$ cat src/rtl/sgbr_pkg.sv
// ----------------------------------------------------------------------------
// sgbr_pkg: shared types and constants for the scaled glyph box renderer
// Field widths, font geometry, controller/datapath command and status types
// and the 6x8 column font.
// ----------------------------------------------------------------------------
package sgbr_pkg;

    localparam int CODE_W        = 8;
    localparam int POS_W         = 8;
    localparam int SCALE_W       = 4;
    localparam int COORD_W       = 9;
    localparam int GLYPH_COLUMNS = 6;
    localparam int GLYPH_ROWS    = 8;
    localparam int GLYPH_BITS    = GLYPH_COLUMNS * GLYPH_ROWS;
    localparam int ROW_W         = $clog2(GLYPH_ROWS);
    localparam int MAX_SCALE     = 8;

    typedef logic [GLYPH_BITS-1:0] t_glyph;

    typedef struct packed {
        logic load;   // request accepted, set up a new character
        logic step;   // scan one glyph bit
    } t_dp_cmd;

    typedef struct packed {
        logic bit_set;     // current glyph bit is a pixel
        logic rest_empty;  // no pixel after the current bit
        logic slot_free;   // output register can take a box this cycle
    } t_dp_sts;

    // Glyph columns packed with column 0 in the low byte; bit r of a column
    // is row r (row 0 on top). Unknown codes give an empty glyph.
    function automatic t_glyph font_bits(input logic [CODE_W-1:0] code);
        t_glyph g;
        g = '0;
        case (code)
            8'h30: g = 48'h00_3E_45_49_51_3E; // 0
            8'h31: g = 48'h00_00_40_7F_42_00; // 1
            8'h32: g = 48'h00_46_49_51_61_42; // 2
            8'h33: g = 48'h00_31_4B_45_41_21; // 3
            8'h34: g = 48'h00_10_7F_12_14_18; // 4
            8'h35: g = 48'h00_39_45_45_45_27; // 5
            8'h36: g = 48'h00_30_49_49_4A_3C; // 6
            8'h37: g = 48'h00_03_05_09_71_01; // 7
            8'h38: g = 48'h00_36_49_49_49_36; // 8
            8'h39: g = 48'h00_1E_29_49_49_06; // 9
            8'h2E: g = 48'h00_00_60_60_00_00; // .
            8'h64: g = 48'h00_00_06_09_09_06; // degree mark
            8'h25: g = 48'h00_23_13_08_64_62; // %
            8'h2D: g = 48'h00_08_08_08_08_08; // -
            8'h54: g = 48'h00_01_01_7F_01_01; // T
            8'h48: g = 48'h00_7F_08_08_08_7F; // H
            8'h45: g = 48'h00_41_49_49_49_7F; // E
            8'h4D: g = 48'h00_7F_02_04_02_7F; // M
            8'h50: g = 48'h00_06_09_09_09_7F; // P
            8'h55: g = 48'h00_3F_40_40_40_3F; // U
            8'h49: g = 48'h00_00_41_7F_41_00; // I
            8'h44: g = 48'h00_1C_22_41_41_7F; // D
            default: g = '0;
        endcase
        return g;
    endfunction

endpackage

$ cat src/rtl/sgbr_if.sv
// ----------------------------------------------------------------------------
// sgbr_if: request and box channels of the glyph box renderer
// Valid/ready channels; an item moves when valid and ready are both high.
// ----------------------------------------------------------------------------
interface sgbr_in_if;
    logic                         valid;
    logic                         ready;
    logic [sgbr_pkg::CODE_W-1:0]  char_code;
    logic                         start_string;
    logic [sgbr_pkg::POS_W-1:0]   pos_x;
    logic [sgbr_pkg::POS_W-1:0]   pos_y;
    logic [sgbr_pkg::SCALE_W-1:0] scale;

    modport source (output valid, char_code, start_string, pos_x, pos_y, scale,
                    input ready);
    modport sink   (input valid, char_code, start_string, pos_x, pos_y, scale,
                    output ready);
endinterface

interface sgbr_out_if;
    logic                         valid;
    logic                         ready;
    logic [sgbr_pkg::COORD_W-1:0] box_x;
    logic [sgbr_pkg::COORD_W-1:0] box_y;
    logic [sgbr_pkg::SCALE_W-1:0] box_size;
    logic                         last_box;

    modport source (output valid, box_x, box_y, box_size, last_box, input ready);
    modport sink   (input valid, box_x, box_y, box_size, last_box, output ready);
endinterface

$ cat src/rtl/sgbr_ctrl.sv
// ----------------------------------------------------------------------------
// sgbr_ctrl: sequencer of the glyph box renderer
// Takes one request at a time and steps the datapath through the glyph bits.
// ----------------------------------------------------------------------------
module sgbr_ctrl (
    input  logic              i_clk,
    input  logic              i_rst_n,
    input  logic              i_in_valid,
    output logic              o_in_ready,
    input  sgbr_pkg::t_dp_sts i_sts,
    output sgbr_pkg::t_dp_cmd o_cmd
);

    localparam logic ST_IDLE = 1'b0;
    localparam logic ST_SCAN = 1'b1;

    logic r_state;
    logic n_state;

    assign o_in_ready = (r_state == ST_IDLE);
    assign o_cmd.load = o_in_ready && i_in_valid;
    // a pixel waits while the output register is still full
    assign o_cmd.step = (r_state == ST_SCAN) && (!i_sts.bit_set || i_sts.slot_free);

    always_comb begin
        n_state = r_state;
        case (r_state)
            ST_IDLE: begin
                if (i_in_valid) n_state = ST_SCAN;
            end
            ST_SCAN: begin
                if (o_cmd.step && i_sts.rest_empty) n_state = ST_IDLE;
            end
            default: n_state = ST_IDLE;
        endcase
    end

    always_ff @(posedge i_clk) begin
        if (!i_rst_n) begin
            r_state <= ST_IDLE;
        end else begin
            r_state <= n_state;
        end
    end

endmodule

$ cat src/rtl/sgbr_dpath.sv
// ----------------------------------------------------------------------------
// sgbr_dpath: datapath of the glyph box renderer
// Cursor, glyph shift register, box coordinate accumulators, output register.
// ----------------------------------------------------------------------------
module sgbr_dpath (
    input  logic                         i_clk,
    input  logic                         i_rst_n,
    input  sgbr_pkg::t_dp_cmd            i_cmd,
    output sgbr_pkg::t_dp_sts            o_sts,
    input  logic [sgbr_pkg::CODE_W-1:0]  i_char_code,
    input  logic                         i_start_string,
    input  logic [sgbr_pkg::POS_W-1:0]   i_pos_x,
    input  logic [sgbr_pkg::POS_W-1:0]   i_pos_y,
    input  logic [sgbr_pkg::SCALE_W-1:0] i_scale,
    output logic                         o_out_valid,
    input  logic                         i_out_ready,
    output logic [sgbr_pkg::COORD_W-1:0] o_box_x,
    output logic [sgbr_pkg::COORD_W-1:0] o_box_y,
    output logic [sgbr_pkg::SCALE_W-1:0] o_box_size,
    output logic                         o_last_box
);

    localparam int ADV_W = sgbr_pkg::SCALE_W + 3;

    logic [sgbr_pkg::POS_W-1:0]   r_cur_x;
    logic [sgbr_pkg::POS_W-1:0]   r_cur_y;
    logic [sgbr_pkg::POS_W-1:0]   r_base_y;
    logic [sgbr_pkg::SCALE_W-1:0] r_scale;
    sgbr_pkg::t_glyph             r_bits;
    logic [sgbr_pkg::ROW_W-1:0]   r_row;
    logic [sgbr_pkg::COORD_W-1:0] r_col_x;
    logic [sgbr_pkg::COORD_W-1:0] r_row_y;
    logic                         r_out_valid;
    logic [sgbr_pkg::COORD_W-1:0] r_box_x;
    logic [sgbr_pkg::COORD_W-1:0] r_box_y;
    logic [sgbr_pkg::SCALE_W-1:0] r_box_size;
    logic                         r_last_box;

    logic [sgbr_pkg::POS_W-1:0]   w_base_x;
    logic [sgbr_pkg::POS_W-1:0]   w_base_y;
    logic [sgbr_pkg::SCALE_W-1:0] w_eff_scale;
    logic [ADV_W-1:0]             w_advance;
    logic                         w_emit;

    always_comb begin
        if (i_scale == '0) begin
            w_eff_scale = sgbr_pkg::SCALE_W'(1);
        end else if ({1'b0, i_scale} > (sgbr_pkg::SCALE_W + 1)'(sgbr_pkg::MAX_SCALE)) begin
            w_eff_scale = sgbr_pkg::SCALE_W'(sgbr_pkg::MAX_SCALE);
        end else begin
            w_eff_scale = i_scale;
        end
    end

    assign w_base_x  = i_start_string ? i_pos_x : r_cur_x;
    assign w_base_y  = i_start_string ? i_pos_y : r_cur_y;
    // six columns: 4*scale + 2*scale
    assign w_advance = {1'b0, w_eff_scale, 2'b00} + {2'b00, w_eff_scale, 1'b0};

    assign o_sts.bit_set    = r_bits[0];
    assign o_sts.rest_empty = (r_bits[sgbr_pkg::GLYPH_BITS-1:1] == '0);
    assign o_sts.slot_free  = !r_out_valid || i_out_ready;

    assign w_emit = i_cmd.step && r_bits[0];

    always_ff @(posedge i_clk) begin
        if (!i_rst_n) begin
            r_cur_x <= '0;
            r_cur_y <= '0;
        end else if (i_cmd.load) begin
            r_cur_x <= w_base_x + sgbr_pkg::POS_W'(w_advance);
            r_cur_y <= w_base_y;
        end
    end

    always_ff @(posedge i_clk) begin
        if (i_cmd.load) begin
            r_scale  <= w_eff_scale;
            r_bits   <= sgbr_pkg::font_bits(i_char_code);
            r_row    <= '0;
            r_base_y <= w_base_y;
            r_col_x  <= {1'b0, w_base_x};
            r_row_y  <= {1'b0, w_base_y};
        end else if (i_cmd.step) begin
            r_bits <= r_bits >> 1;
            if (r_row == sgbr_pkg::ROW_W'(sgbr_pkg::GLYPH_ROWS - 1)) begin
                r_row   <= '0;
                r_col_x <= r_col_x + sgbr_pkg::COORD_W'(r_scale);
                r_row_y <= {1'b0, r_base_y};
            end else begin
                r_row   <= r_row + 1'b1;
                r_row_y <= r_row_y + sgbr_pkg::COORD_W'(r_scale);
            end
        end
    end

    always_ff @(posedge i_clk) begin
        if (!i_rst_n) begin
            r_out_valid <= 1'b0;
        end else if (w_emit) begin
            r_out_valid <= 1'b1;
        end else if (i_out_ready) begin
            r_out_valid <= 1'b0;
        end
    end

    always_ff @(posedge i_clk) begin
        if (w_emit) begin
            r_box_x    <= r_col_x;
            r_box_y    <= r_row_y;
            r_box_size <= r_scale;
            r_last_box <= o_sts.rest_empty;
        end
    end

    assign o_out_valid = r_out_valid;
    assign o_box_x     = r_box_x;
    assign o_box_y     = r_box_y;
    assign o_box_size  = r_box_size;
    assign o_last_box  = r_last_box;

endmodule

$ cat src/rtl/scaled_glyph_box_renderer.sv
// ----------------------------------------------------------------------------
// scaled_glyph_box_renderer: draws one character as scaled pixel boxes
// Timing: a box is in the output register in the cycle after its glyph bit
//   is scanned; the first scan cycle follows the request cycle.
// Throughput: one request at a time; the next is taken once the last set
//   glyph bit has been scanned. The 48-bit glyph shift register is scanned
//   one bit a cycle while no pixel waits on a full output register.
// Stall: a pixel waits while the output register holds an untaken box.
// Reset: cursor goes to (0, 0), channels idle, no box pending.
// ----------------------------------------------------------------------------
module scaled_glyph_box_renderer (
    input  logic         i_clk,
    input  logic         i_rst_n,
    sgbr_in_if.sink      i_in,
    sgbr_out_if.source   o_out
);

    sgbr_pkg::t_dp_cmd w_cmd;
    sgbr_pkg::t_dp_sts w_sts;
    logic              w_in_ready;

    sgbr_ctrl u_ctrl (
        .i_clk      (i_clk),
        .i_rst_n    (i_rst_n),
        .i_in_valid (i_in.valid),
        .o_in_ready (w_in_ready),
        .i_sts      (w_sts),
        .o_cmd      (w_cmd)
    );

    sgbr_dpath u_dpath (
        .i_clk          (i_clk),
        .i_rst_n        (i_rst_n),
        .i_cmd          (w_cmd),
        .o_sts          (w_sts),
        .i_char_code    (i_in.char_code),
        .i_start_string (i_in.start_string),
        .i_pos_x        (i_in.pos_x),
        .i_pos_y        (i_in.pos_y),
        .i_scale        (i_in.scale),
        .o_out_valid    (o_out.valid),
        .i_out_ready    (o_out.ready),
        .o_box_x        (o_out.box_x),
        .o_box_y        (o_out.box_y),
        .o_box_size     (o_out.box_size),
        .o_last_box     (o_out.last_box)
    );

    assign i_in.ready = w_in_ready;

    // a pixel is never scanned over a box that has not been taken
    a_no_overwrite: assert property (@(posedge i_clk) disable iff (!i_rst_n)
        (w_cmd.step && w_sts.bit_set) |-> w_sts.slot_free)
        else $error("box overwritten in output register");

    // one request at a time
    a_busy_after_req: assert property (@(posedge i_clk) disable iff (!i_rst_n)
        (i_in.valid && i_in.ready) |=> !i_in.ready)
        else $error("request taken while a character is in progress");

    // scanning the final bit frees the request side
    a_idle_after_scan: assert property (@(posedge i_clk) disable iff (!i_rst_n)
        (w_cmd.step && w_sts.rest_empty) |=> i_in.ready)
        else $error("sequencer did not return to idle");

    // a box emitted while set glyph bits remain after it is never marked last
    a_last_only_at_end: assert property (@(posedge i_clk) disable iff (!i_rst_n)
        (w_cmd.step && w_sts.bit_set && !w_sts.rest_empty) |=> !o_out.last_box)
        else $error("box marked last before end of glyph");

    a_size_nonzero: assert property (@(posedge i_clk) disable iff (!i_rst_n)
        o_out.valid |-> (o_out.box_size != '0))
        else $error("box of zero size");

endmodule

$ cat src/flat_wrapper.sv
// flat-port wrapper written by rule: the top's interface ports become plain ports
module scaled_glyph_box_renderer_flat 
  (i_clk, i_rst_n, i_in_valid, i_in_char_code, i_in_start_string, i_in_pos_x, i_in_pos_y, i_in_scale, i_in_ready, o_out_valid, o_out_box_x, o_out_box_y, o_out_box_size, o_out_last_box, o_out_ready);
  sgbr_in_if i_in_i ();
  sgbr_out_if o_out_i ();
  input  logic i_clk;
  input  logic i_rst_n;
  input wire logic [$bits(i_in_i.valid)-1:0] i_in_valid;
  input wire logic [$bits(i_in_i.char_code)-1:0] i_in_char_code;
  input wire logic [$bits(i_in_i.start_string)-1:0] i_in_start_string;
  input wire logic [$bits(i_in_i.pos_x)-1:0] i_in_pos_x;
  input wire logic [$bits(i_in_i.pos_y)-1:0] i_in_pos_y;
  input wire logic [$bits(i_in_i.scale)-1:0] i_in_scale;
  output wire logic [$bits(i_in_i.ready)-1:0] i_in_ready;
  output wire logic [$bits(o_out_i.valid)-1:0] o_out_valid;
  output wire logic [$bits(o_out_i.box_x)-1:0] o_out_box_x;
  output wire logic [$bits(o_out_i.box_y)-1:0] o_out_box_y;
  output wire logic [$bits(o_out_i.box_size)-1:0] o_out_box_size;
  output wire logic [$bits(o_out_i.last_box)-1:0] o_out_last_box;
  input wire logic [$bits(o_out_i.ready)-1:0] o_out_ready;
  assign i_in_i.valid = i_in_valid;
  assign i_in_i.char_code = i_in_char_code;
  assign i_in_i.start_string = i_in_start_string;
  assign i_in_i.pos_x = i_in_pos_x;
  assign i_in_i.pos_y = i_in_pos_y;
  assign i_in_i.scale = i_in_scale;
  assign i_in_ready = i_in_i.ready;
  assign o_out_valid = o_out_i.valid;
  assign o_out_box_x = o_out_i.box_x;
  assign o_out_box_y = o_out_i.box_y;
  assign o_out_box_size = o_out_i.box_size;
  assign o_out_last_box = o_out_i.last_box;
  assign o_out_i.ready = o_out_ready;
  scaled_glyph_box_renderer u_core (.i_clk(i_clk), .i_rst_n(i_rst_n), .i_in(i_in_i), .o_out(o_out_i));
endmodule
$ cat config.mk
export PLATFORM = sky130hd
export DESIGN_NAME = scaled_glyph_box_renderer_flat
export DESIGN_NICKNAME = d
export VERILOG_FILES = /design/src/rtl/sgbr_pkg.sv /design/src/rtl/sgbr_if.sv /design/src/rtl/sgbr_ctrl.sv /design/src/rtl/sgbr_dpath.sv /design/src/rtl/scaled_glyph_box_renderer.sv /design/src/flat_wrapper.sv
export SDC_FILE = /design/constraint.sdc
export NUM_CORES = 1
export LEC_CHECK = 0
export BUFFER_PORTS_ARGS = -buffer_cell sky130_fd_sc_hd__buf_4
export CAP_MARGIN = 20
export CORE_MARGIN = 10
export CORE_UTILIZATION = 65
export CTS_BUF_LIST = sky130_fd_sc_hd__clkbuf_16
export DETAILED_ROUTE_END_ITERATION = 10
export PLACE_DENSITY_LB_ADDON = 0.08
export SYNTH_ARGS = -nofsm -noshare
export SYNTH_HDL_FRONTEND = slang
export SYNTH_SLANG_ARGS = --single-unit
$ cat constraint.sdc
create_clock -name i_clk -period 4.6 [get_ports i_clk]
set_clock_uncertainty 0.1 [all_clocks]
set_input_delay 0.46 -clock i_clk [delete_from_list [all_inputs] [get_ports i_clk]]
set_output_delay 0.46 -clock i_clk [all_outputs]
set_load 0.01 [all_outputs]
# Yosys cells after proc, flatten, opt, wreduce, memory -nomap -nowiden
# Cells that the tools add are included.
[word_totals] register_bits=122 inputBits=33 out_inout_bits=25
[classes] n_addsub=5 n_lt_le_gt_ge=1 n_eq_ne=23 muxes=19 bitwise=1 reduce_logical=15
[ops] op="39-bit one-hot mux with 22 select lines" count=1
[ops] op="8-bit by 6-bit == test with 1-bit output, second input constant" count=13
[ops] op="48-bit two-way mux" count=2
[ops] op="8-bit by 7-bit == test with 1-bit output, second input constant" count=9
[ops] op="8-bit two-way mux" count=7
[ops] op="47-bit zero test" count=1
[ops] op="9-bit by 4-bit adder with 9-bit output" count=2
[ops] op="9-bit two-way mux" count=1
[ops] op="8-bit by 7-bit adder with 8-bit output" count=1
[ops] op="4-bit two-way mux" count=2
[ops] op="6-bit by 5-bit adder with 7-bit output" count=1
[ops] op="2-bit nonzero test" count=3
[ops] op="4-bit greater-than comparator, second input constant" count=1
[ops] op="1-bit logical AND" count=4
[ops] op="4-bit zero test" count=1
[ops] op="1-bit two-way mux" count=4
[ops] op="2-bit AND reduction" count=2
[ops] op="3-bit by 1-bit adder with 3-bit output, second input constant" count=1
[ops] op="3-bit == test, second input constant" count=1
[ops] op="3-bit two-way mux" count=1
[ops] op="1-bit zero test" count=2
[ops] op="1-bit logical OR" count=2
[ops] op="1-bit one-hot mux with 2 select lines" count=1
[ops] op="1-bit inverter" count=1

# Logic depth before layout (Yosys ltp)
[logic_depth] ltp_word=7 mapped_depth=12 ltp_nobuf=12

# Cells and area by module
# A second synthesis with hierarchy kept.
[hier_totals] cells_unflattened=635 area_unflattened_um2=6418.7
[modules_own_cells] module="sgbr_dpath" n_inst=1 cells_each=628 area_per_inst_um2=6361.1 seq_area_each_um2=3143.0
[modules_own_cells] module="sgbr_ctrl" n_inst=1 cells_each=7 area_per_inst_um2=57.6 seq_area_each_um2=20.0

# Worst setup path before layout
# Ideal clock, no wire load.
[synth_path] kind="in2reg" from="in i_in_start_string" to="reg u_core.u_dpath.r_cur_x[6] (netlist name)" setup_ps=121 arrival_time_ps=2838 required_ps=4379 path_slack_ps=1540 path_stages=11 path_buffers=2 cell_sequence="clkbuf_1 -> buf_2 -> mux2i_1 -> fa_1 -> inv_1 -> ha_1 -> fa_1 -> a21o_1 -> a21oi_1 -> xor2_1 -> o21ai_0"
[synth_between] elab_chain_len=2
[synth_rtl] item="start, declared" line="flat_wrapper.sv:10" text="input wire logic [$bits(i_in_i.start_string)-1:0] i_in_start_string;"
[synth_rtl] item="8-bit two-way mux" line="sgbr_dpath.sv:55" text="assign w_base_x = i_start_string ? i_pos_x : r_cur_x;"
[synth_rtl] item="8-bit by 7-bit adder with 8-bit output" line="sgbr_dpath.sv:71" text="r_cur_x <= w_base_x + sgbr_pkg::POS_W'(w_advance);"
[synth_rtl] item="end signal, assigned" line="sgbr_dpath.sv:71"
[synth_rtl] item="end, declared" line="sgbr_dpath.sv:25" text="logic [sgbr_pkg::POS_W-1:0] r_cur_x;"
# No other way between the ends.
# A chain may end at the register's enable or synchronous reset.

# Worst setup path in the final report
[layout_path] from="in i_in_scale[2]" to="reg u_core.u_dpath.r_cur_x[6] (netlist name)"
[layout_between] elab_chain_len=5 elab_cells_between_ends=6 classes_between="add/sub: 2; order compare: 1; mux: 2; reduce/logical: 1"
[layout_rtl] item="start, declared" line="flat_wrapper.sv:13" text="input wire logic [$bits(i_in_i.scale)-1:0] i_in_scale;"
[layout_rtl] item="4-bit greater-than comparator" line="sgbr_dpath.sv:48" text="end else if ({1'b0, i_scale} > (sgbr_pkg::SCALE_W + 1)'(sgbr_pkg::MAX_SCALE)) begin"
[layout_rtl] item="4-bit two-way mux" line="sgbr_dpath.sv:48"
[layout_rtl] item="4-bit two-way mux *" line="sgbr_dpath.sv:46" text="if (i_scale == '0) begin"
[layout_rtl] item="named net u_core.u_dpath.w_eff_scale (one bit)" line="sgbr_dpath.sv:41" text="logic [sgbr_pkg::SCALE_W-1:0] w_eff_scale;"
[layout_rtl] item="6-bit by 5-bit adder with 7-bit output *" line="sgbr_dpath.sv:58" text="assign w_advance = {1'b0, w_eff_scale, 2'b00} + {2'b00, w_eff_scale, 1'b0};"
[layout_rtl] item="8-bit by 7-bit adder with 8-bit output *" line="sgbr_dpath.sv:71"
# Mark *: on every way through the listed nets, which the timed path passes. The rest lies on a longest branch.

==> flow_metrics.py <==
metrics = {
    "status": {
        "status": "finished clean",
    },
    "yosys": {
        "mappedNetlistNets": 684,
        "unique_masters_post_synth": 69,
        "avg_synthesized_cell_area_sq_um": 10.18,
        "synth_seq_area_share": 0.4947,
        "synth-edff-count": 90,
        "synth.yosys.warnings": 0,
        "synth_top_flop_cell": "sky130_fd_sc_hd__edfxtp_1",
        "synth.cell_area_sq_um": 6394,
        "postSynthRegisterBits": 113,
        "synthCells": 628,
        "asyncSetResetFlopFracSynth": 0,
    },
    "route": {
        "detailedRoute.firstPassIterationCount": 6,
        "routed_wirelength_mm": 18.93,
        "wire_per_inst_um": 23.32,
        "initialDrtViolationCount": 752,
        "detailroute.via_count": 5393,
        "detail_route.drc_violations": 0,
        "ant_nets": 0,
        "routed_via_density": 6.642,
    },
    "power_and_ir_drop": {
        "clock_power_share": 0.415,
        "power.leakage_nw": 2.810,
        "switchingPower_mw": 0.8690,
        "ir_worst_vdd_v": 0.0002654,
        "cell_internal_pwr_mw": 2.238,
        "power_density_nw_per_um2": 419.3,
        "comb_power_share": 0.163,
        "sw_frac_of_total": 0.2797,
        "sequential_power_share": 0.422,
        "report.power.total_mw": 3.107,
    },
    "layout": {
        "antenna_cells": 0,
        "areaGrowthSynthToFinish_pct": 15.89,
        "final_core_utilization": 0.7651,
        "final_area_sq_um": 7410,
        "fin_nets": 722,
        "drive_above_1_share": 0.1738,
    },
    "clock_tree": {
        "cts_hold_buffers": 0,
        "post-cts-setup-buffer-count": 0,
        "clockBufferDepth": 2,
        "clk-insertion-delay-late_ps": 410,
        "cts-root-buf": "sky130_fd_sc_hd__clkbuf_16",
        "number_of_clock_sinks": 113,
        "post_cts_resize_count": 0,
        "clock_tree_from_tritoncts": "built",
        "worst_setup_hold_path_clk_slew_ps": 60,
        "htreeDepth": 4,
        "tritoncts.num_buffers": 17,
    },
    "timing": {
        "rsz0062_at_grt": "false",
        "setup_tns_ps": 0,
        "worst_pin_slew_ps": 1105,
        "fin_hold_ws_ps": 191.1,
        "final-max-slew-violation-count": 0,
        "timing.final.setup_violations": 0,
        "period_minus_slack_ps": 2847,
        "max_slew_margin_vs_limit": 0.2632,
        "finalCritPeriodShare": 0.6188,
        "max_clock_freq_ghz": 0.3513,
        "hold_viol_final": 0,
    },
    "worst_setup_path": {
        "startpoint": "i_in_scale[2]",
        "crit_path_capture": "u_core.u_dpath.r_cur_x[6]",
        "cp.buffers_inverters": 3,
        "setup.worst_path.class": "primary input to flip-flop",
        "worst-endpoint-arrival_ps": 3030,
        "critPathMaxStageDelay_ps": 560,
        "worst_r2r_startpoint": "u_core.u_dpath.r_cur_x[2]",
        "critical_path_peak_fanout": 3,
        "path_delay_family": "adder cells",
        "worst_reg_to_reg_setup_slack_ps": 2010,
        "reg2regPathDepth": 9,
        "worst_setup_path_start_kind": "primary input",
        "timing.critical_path.depth": 13,
        "worstPathRequired_ps": 4790,
        "regToRegEndpoint": "u_core.u_dpath.r_cur_x[6]",
        "critPathMostFrequentCell": "sky130_fd_sc_hd__nor2_1",
        "timing.critical_path.cells": "buf_4 -> nor2_1 -> nor2_1 -> nor2_1 -> inv_1 -> fa_1 -> inv_1 -> ha_1 -> fa_1 -> a21o_1 -> a21oi_1 -> xor2_1 -> o21ai_0",
        "cp_slowest_cell": "sky130_fd_sc_hd__fa_1",
        "setup.worst_path.end_class": "flip-flop",
    },
    "floorplanning": {
        "initial_utilization": 0.6602,
        "horizontal_die_dimension_um": 119.2,
        "die_h_um": 119.2,
        "design.core.area_sq_um": 9684,
        "design.die.area_sq_um": 14200,
        "rows": 36,
        "ioPinCount": 58,
    },
    "grt": {
        "grt_max_degree": 54,
        "gr-total-overflow": 0,
        "initial_antenna_violation_count": 0,
        "grtUsageTotal": 0.2601,
        "first_global_vias": 5404,
        "grt_pass1_wl_mm": 29.48,
    },
    "placement": {
        "dpl.hpwl_mm": 11.74,
        "place_congestion": 0.9542,
        "portBuffers": 57,
        "placement.cell_area_sq_um": 6805,
    },
    "job": {
        "max_cap_violations": 0,
    },
    "worst_hold_path": {
        "holdCritPathClass": "primary input to flip-flop",
    },
}
[cells in the mapped netlist (all sizes together) (8+ instances only)]
library cell	n	area (sq um)
edfxtp	90	2703
nand2	64	240.2
nor2	63	236.5
o21ai	46	230.2
a21oi	35	175.2
dfxtp	23	460.4
buf	22	128.9
clkbuf	19	71.32
inv	19	71.32
nor3	19	106.4
ha	18	225.2
nor2b	18	112.6
a31oi	14	87.58
nand3	14	75.07
nor4	14	117.6
mux2	13	146.4
xnor2	11	96.34
mux2i	9	90.09
xor2	9	78.83
a211oi	8	60.06
nand2b	8	50.05
nor3b	8	65.06
[cells by family after synthesis]
group,count (synthesis),synth area share
AND/OR/NAND/NOR,239,0.1973
AO/OA/AOI/OAI,151,0.1503
flip-flops,113,0.4947
buffers and inverters,60,0.04247
adder cells (fa/ha/maj),23,0.05088
multiplexers,22,0.03699
XOR/XNOR,20,0.02740
[per-stage QoR]
stage / instances / setup WS, ps
3_3_place_gp: 779 / 1648
6_report: 812 / 1753
5_1_grt: 812 / 1623
3_5_place_dp: 779 / 1492
2_1_floorplan: 628 / 1540
4_1_cts: 811 / 1802
[metal layers]
metal,GRT usage,wire length (um),vias up
li1,-,-,2396
met1,0.2922,6785,2575
met2,0.4526,9760,359
met3,0.05338,1492,63
met4,0.1435,894,0
met5,0,0,-
[placed cells by master (no fill, tap or decap), drive strengths merged, types with 5 or more instances in the layout]
master	n
mux2	13
nor2b	18
nand2b	8
mux2i	9
nand2	64
inv	24
nor3b	8
edfxtp	90
xor2	9
buf	60
nor4	14
fa	5
a211oi	8
clkbuf	17
nand3	14
clkinvlp	5
nor3	19
nand4	7
a21o	5
a21boi	7
nor2	63
dfxtp	23
xnor2	11
o21ai	46
a31oi	14
a21oi	35
ha	18
[worst min-delay path by stage]
stage	endpoint	cells after the start	slack (ps)	startpoint
after floorplan	u_core.u_dpath.r_col_x[8]	1	330	u_core.u_dpath.r_col_x[8]
after global placement	u_core.u_dpath.o_box_y[3]	0	340	u_core.u_dpath.r_row_y[3]
after detailed placement	u_core.u_dpath.o_box_y[8]	0	340	u_core.u_dpath.r_row_y[8]
after CTS	u_core.u_dpath.r_scale[3]	1	190	i_in_scale[3]
after global routing	u_core.u_dpath.r_scale[3]	1	190	i_in_scale[3]
final	u_core.u_dpath.r_scale[3]	1	190	i_in_scale[3]
[sequential cells by signal, summed over array words and instances (netlist names)]
name / cells
u_core.u_ctrl.r_state: 1
u_core.u_dpath.o_box_y: 9
u_core.u_dpath.r_row_y: 9
u_core.u_dpath.r_col_x: 9
u_core.u_dpath.r_row: 3
u_core.u_dpath.r_bits: 39
u_core.u_dpath.r_base_y: 8
u_core.u_dpath.o_box_x: 9
u_core.u_dpath.o_last_box: 1
u_core.u_dpath.o_out_valid: 1
u_core.u_dpath.r_scale: 4
u_core.u_dpath.r_cur_x: 8
u_core.u_dpath.o_box_size: 4
u_core.u_dpath.r_cur_y: 8
[layout make-up]
cell class	count	area [sq um]
Inverter	19	71.32
Clock inverter	15	158.9
Clock buffer	17	425.4
Multi-Input combinational cell	455	2962
Timing Repair Buffer	60	462.9
Tap cell	133	166.4
Sequential cell	113	3163
Fill cell	580	2275
[power by group through the flow]
stage                     combinational [mW]  clock, mW  sequential [mW]
after floorplan                        0.329          0             1.31
after global placement                 0.438          0             1.32
after detailed placement               0.459          0             1.32
after CTS                              0.488       1.28             1.31
after global routing                   0.550       1.33             1.32
final                                  0.507       1.29             1.31
Power figures use the tool's default switching activity.
